==> src/sv/rsg_pkg.sv <==
// shared types, codes and reset values of the restart schedule generator
package rsg_pkg;

  // schedule mode codes, mode value three behaves as geometric
  localparam logic [1:0] MODE_GEOM  = 2'd0;
  localparam logic [1:0] MODE_ARITH = 2'd1;
  localparam logic [1:0] MODE_LUBY  = 2'd2;

  // item kinds
  localparam logic [1:0] KIND_START = 2'd0;
  localparam logic [1:0] KIND_NEXT  = 2'd1;
  localparam logic [1:0] KIND_ADV   = 2'd2;
  localparam logic [1:0] KIND_READ  = 2'd3;

  // register indexes
  localparam logic [1:0] REG_MODE   = 2'd0;
  localparam logic [1:0] REG_BASE   = 2'd1;
  localparam logic [1:0] REG_GROWTH = 2'd2;
  localparam logic [1:0] REG_RUNLIM = 2'd3;

  localparam logic [1:0]  RST_MODE   = MODE_LUBY;
  localparam logic [31:0] RST_BASE   = 32'd100;
  localparam logic [23:0] RST_GROWTH = 24'd98304;
  localparam logic [31:0] RST_RUNLIM = 32'd0;

  localparam logic [23:0] ONE_Q16 = 24'h010000;

  typedef enum logic [3:0] {
    S_IDLE,
    S_UPD,
    S_ADV,
    S_LIMIT,
    S_LUBY,
    S_GTEST,
    S_GWR,
    S_GSHIFT,
    S_GWS,
    S_FIN
  } state_t;

  typedef struct packed {
    logic load;
    logic upd_start;
    logic upd_next;
    logic adv_step;
    logic seq_set;
    logic arith_mul;
    logic luby_init;
    logic luby_step;
    logic luby_mul;
    logic geo_init;
    logic mul_start;
    logic mul_sel_s;
    logic geo_wr_r;
    logic geo_wr_s;
    logic geo_shift;
    logic out_load;
  } cmd_t;

  typedef struct packed {
    logic [1:0] kind;
    logic [1:0] mode;
    logic       base_zero;
    logic       adv_cont;
    logic       luby_done;
    logic       e_zero;
    logic       e_bit0;
    logic       e_last;
    logic       mul_done;
  } sts_t;

endpackage

==> src/sv/rsg_ctrl.sv <==
// controller state machine sequencing the datapath for one item
module rsg_ctrl (
  input  logic          clk,
  input  logic          rst_n,
  input  logic          in_valid,
  output logic          in_stall,
  output logic          out_valid,
  input  logic          out_stall,
  input  rsg_pkg::sts_t sts,
  output rsg_pkg::cmd_t cmd
);
  import rsg_pkg::*;

  state_t state_r, state_nxt;
  logic   out_valid_r, out_valid_nxt;
  logic   out_free;

  assign out_free = !out_valid_r || !out_stall;

  always_comb begin
    state_nxt = state_r;
    case (state_r)
      S_IDLE:   if (in_valid) state_nxt = S_UPD;
      S_UPD:    state_nxt = (sts.kind == KIND_ADV) ? S_ADV : S_LIMIT;
      S_ADV:    if (!sts.adv_cont) state_nxt = S_LIMIT;
      S_LIMIT: begin
        if (sts.base_zero || sts.mode == MODE_ARITH) state_nxt = S_FIN;
        else if (sts.mode == MODE_LUBY)              state_nxt = S_LUBY;
        else                                         state_nxt = S_GTEST;
      end
      S_LUBY:   if (sts.luby_done) state_nxt = S_FIN;
      S_GTEST: begin
        if (sts.e_zero)      state_nxt = S_FIN;
        else if (sts.e_bit0) state_nxt = S_GWR;
        else                 state_nxt = S_GSHIFT;
      end
      S_GWR:    if (sts.mul_done) state_nxt = S_GSHIFT;
      S_GSHIFT: state_nxt = sts.e_last ? S_GTEST : S_GWS;
      S_GWS:    if (sts.mul_done) state_nxt = S_GTEST;
      S_FIN:    if (out_free) state_nxt = S_IDLE;
      default:  state_nxt = S_IDLE;
    endcase
  end

  always_comb begin
    cmd = '0;
    case (state_r)
      S_IDLE: cmd.load = in_valid;
      S_UPD: begin
        cmd.upd_start = (sts.kind == KIND_START);
        cmd.upd_next  = (sts.kind == KIND_NEXT);
      end
      S_ADV: begin
        cmd.adv_step = sts.adv_cont;
        cmd.seq_set  = !sts.adv_cont;
      end
      S_LIMIT: begin
        if (!sts.base_zero) begin
          cmd.arith_mul = (sts.mode == MODE_ARITH);
          cmd.luby_init = (sts.mode == MODE_LUBY);
          cmd.geo_init  = (sts.mode != MODE_ARITH) && (sts.mode != MODE_LUBY);
        end
      end
      S_LUBY: begin
        cmd.luby_mul  = sts.luby_done;
        cmd.luby_step = !sts.luby_done;
      end
      S_GTEST:  cmd.mul_start = !sts.e_zero && sts.e_bit0;
      S_GWR:    cmd.geo_wr_r = sts.mul_done;
      S_GSHIFT: begin
        cmd.geo_shift = 1'b1;
        cmd.mul_start = !sts.e_last;
        cmd.mul_sel_s = 1'b1;
      end
      S_GWS:    cmd.geo_wr_s = sts.mul_done;
      S_FIN:    cmd.out_load = out_free;
      default:  cmd = '0;
    endcase
  end

  always_comb begin
    out_valid_nxt = out_valid_r;
    if (out_valid_r && !out_stall) out_valid_nxt = 1'b0;
    if (cmd.out_load) out_valid_nxt = 1'b1;
  end

  always_ff @(posedge clk) begin
    if (!rst_n) begin
      state_r     <= S_IDLE;
      out_valid_r <= 1'b0;
    end else begin
      state_r     <= state_nxt;
      out_valid_r <= out_valid_nxt;
    end
  end

  assign in_stall  = (state_r != S_IDLE);
  assign out_valid = out_valid_r;

endmodule

==> config.mk <==
export PLATFORM = sky130hd
export DESIGN_NAME = rsg_ctrl
export DESIGN_NICKNAME = d
export VERILOG_FILES = /design/src/sv/rsg_pkg.sv /design/src/sv/rsg_ctrl.sv
export SDC_FILE = /design/constraint.sdc
export NUM_CORES = 1
export LEC_CHECK = 0
export BUFFER_PORTS_ARGS = -buffer_cell sky130_fd_sc_hd__clkbuf_2
export CORE_MARGIN = 3
export CORE_UTILIZATION = 43
export DETAILED_ROUTE_END_ITERATION = 16
export GPL_ROUTABILITY_DRIVEN = 1
export GPL_TIMING_DRIVEN = 0
export PLACE_DENSITY_LB_ADDON = 0.12
export SYNTH_ARGS = -nofsm -noshare
export SYNTH_HDL_FRONTEND = slang
export SYNTH_SLANG_ARGS = --single-unit
==> constraint.sdc <==
create_clock -name clk -period 1.6 [get_ports clk]
set_input_delay 0.24 -clock clk [delete_from_list [all_inputs] [get_ports clk]]
set_output_delay 0.24 -clock clk [all_outputs]
set_load 0.01 [all_outputs]
==> results_dict.tcl <==
set metrics [dict create \
    outcome "finished with violations" \
    violations "setup timing" \
    syn_to_final_growth_pct 62.05 \
    fill_cells 108 \
    nets 148 \
    startpoint "state_r[1]$_SDFFE_PN0P_" \
    final_area_mm2 0.001010 \
    finalCritPeriodShare_pct 103.0 \
    port_buffers 32 \
    wl_mm 2.156 \
    hold_viol 0 \
    clkPwrFrac_pct 21.9 \
    rows 13 \
    finalSetupTns_ns -0.06794 \
    synth_enable_flop_cells 0 \
    ant_nets 0 \
    synth_nets 105 \
    cts_made_buffers 3 \
    period_needed_ns 1.648 \
    die_w_um 44.07 \
    drive_gt1_share_pct 53.08 \
    vias 849 \
    endpoint_kind "primary output" \
    synth_top_area_share_pct 16.06 \
    initialDrtViolationCount 27 \
    hpwlAfterDp_mm 1.427 \
    swShare_pct 40.19 \
    syn_inst 88 \
    syn_area_per_cell_um2 7.081 \
    p_int_uw 416.9 \
    hp-class "in2reg" \
    critical_path.slowest_cell "dfxtp_4" \
    antenna_found_initial 0 \
    p_sw_uw 280.1 \
    synth.ff_latch_count 5 \
    ys_seq_area_share_pct 16.06 \
    htreeDepth 1 \
    synth-warning-count 0 \
    synth_common_cells "nor2_1, a21oi_1, dfxtp_1, inv_1, nand2_1" \
    powerDensity_mw_per_mm2 690.3 \
    arrival_ns 1.41 \
    grt_pass1_wl_mm 3.443 \
    clk_root_buffer_cell "clkbuf_4" \
    max_freq_mhz 606.9 \
    diodes 0 \
    synth.most_common_cell "nor2_1" \
    clk_pin_slew_ns 0.05 \
    synth_cell_types 38 \
    placedInstanceArea_um2 802.0 \
    drt-vias-per-instance 5.855 \
    synth_area_um2 623.1 \
    grt_setup_unrepaired "true" \
    tightest_slew_ns 0.3429 \
    clock_path_buffers 2 \
    drt_pre_antenna_iters 4 \
    clk_latency_ns 0.25 \
    cts_tree "yes" \
    crit_path_max_incr_delay_ns 0.38 \
    start_util_pct 46.72 \
    maxSlewHeadroom_pct 77.08 \
    dieHeight_um 44.07 \
    hold_start "rst_n" \
    p_leak_uw 0.0004840 \
    gp_congestion 0.8353 \
    critPathLaunchType "flop" \
    clock_skew_ns 0.005506 \
    core_area_mm2 0.001334 \
    peakVddDrop_mv 0.4102 \
    fp.dieArea_mm2 0.001942 \
    setup_ws_ns -0.04761 \
    grt_max_degree 11 \
    avgRoutedWirePerCell_um 14.87 \
    critical_path_class "reg2out" \
    drv_cap 0 \
    drc 0 \
    critPathMaxFanout 7 \
    slew_viol_final 0 \
    cts_sinks 5 \
    grt_pass1_vias 748 \
    yosys.area.top_type "dfxtp_1" \
    combPwrFrac_pct 54.0 \
    setup_viol_count_final 3 \
    power.share.sequential_pct 24.2 \
    crit_chain "buf_6, clkinvlp_4, nor2_2, nand2_1, nor2_1, clkbuf_2" \
    grt-ovfl-total 0 \
    worstReg2RegStart "state_r[1]$_SDFFE_PN0P_" \
    yosys_most_used_dff "dfxtp_1" \
    yosys-top-cells-area "dfxtp_1, a21oi_1, nor2_1" \
    async_flop_share_pct 0 \
    grt_usage_pct 23.10 \
    io_pins 33 \
    required_ns 1.36 \
]
## layout by cell type, fill, tap and decap left out, types with 2 or more instances in the layout
master,instances
and3_1,3
nor2_2,2
a21oi_1,8
nor4b_2,2
buf_6,2
nand2_1,5
nor4_2,2
buf_4,8
and2_1,4
buf_2,6
o21ai_0,3
dfxtp_4,4
inv_1,4
nor2_1,7
clkbuf_4,3
clkbuf_2,26
buf_8,3
nor2b_1,2
ha_1,2
nand2b_1,3
## power by group through the flow
stage	sequential, µW	clock (µW)	combinational, µW
after floorplan	153	0	197
after global placement	159	0	271
after detailed placement	160	0	279
after CTS	166	158	339
after global routing	172	168	407
final	169	152	376
## cell type report
class	count	area (µm²)	area share, %
tap	15	18.77	1.859
timing repair buffer	39	216.5	21.44
multi-input combinational	71	539.3	53.41
buffer	6	71.32	7.063
inverter	5	22.52	2.230
clock buffer	4	26.28	2.602
sequential	5	115.1	11.40
## critical path: cells and delay by family, from the launching register on
family,cells,cell delay [ns]
buffers and inverters,3,0.45
DFF,1,0.38
and+or+nand+nor,3,0.34
## layer usage
metal	part of all wire, %	GRT usage (%)
met5	0	0
met2	49	37.79
met1	42	30.45
met3	8.2	5.691
met4	1.4	5.422
## cell families after synthesis
logic type | share of synthesized area [%]
adders and majority gates | 4.015
buffers and inverters | 10.04
AOI/OAI and AO/OA | 26.11
DFF | 16.06
and+or+nand+nor | 43.78
## through the flow
stage	util [%]	std cells	worst slack [ns]	power, µW	hold slack, ns
global route	75.70	145	-0.1679	747.1	0.3083
global placement	60.13	135	0.03903	429.6	0.5051
floorplan	-	88	0.1370	349.6	0.3486
finish	75.70	145	-0.04761	697.0	0.2883
CTS	71.48	142	0.006581	663.6	0.2468
detailed placement	60.13	135	0.007737	438.8	0.5077
## path summary, 6_finish.rpt
| kind | endpoint | slack [ns] | cells after the start |
|---|---|---|---|
| max | cmd[11] | -0.05 | 6 |
| min | state_r[3]$_SDFFE_PN0P_ | 0.29 | 3 |
| max reg2reg | state_r[0]$_SDFFE_PN0P_ | 0.08 | 6 |
| min reg2reg | out_valid$_SDFFE_PN0P_ | 0.54 | 2 |
## repair_timing
item / in CTS / in global routing
setup endpoints to repair: 17 / 17
setup buffers: 4 / 3
endpoints found under the hold margin: 0 / 0
hold buffers: 0 / 0
pin swaps: 1 / 5
resized for setup: 26 / 15
## flip-flops by register name, summed over array words and instances, names as in the netlist
| name | count |
|---|---|
| out_valid | 1 |
| state_r | 4 |
Note: power is estimated with default switching activity, not from simulation.
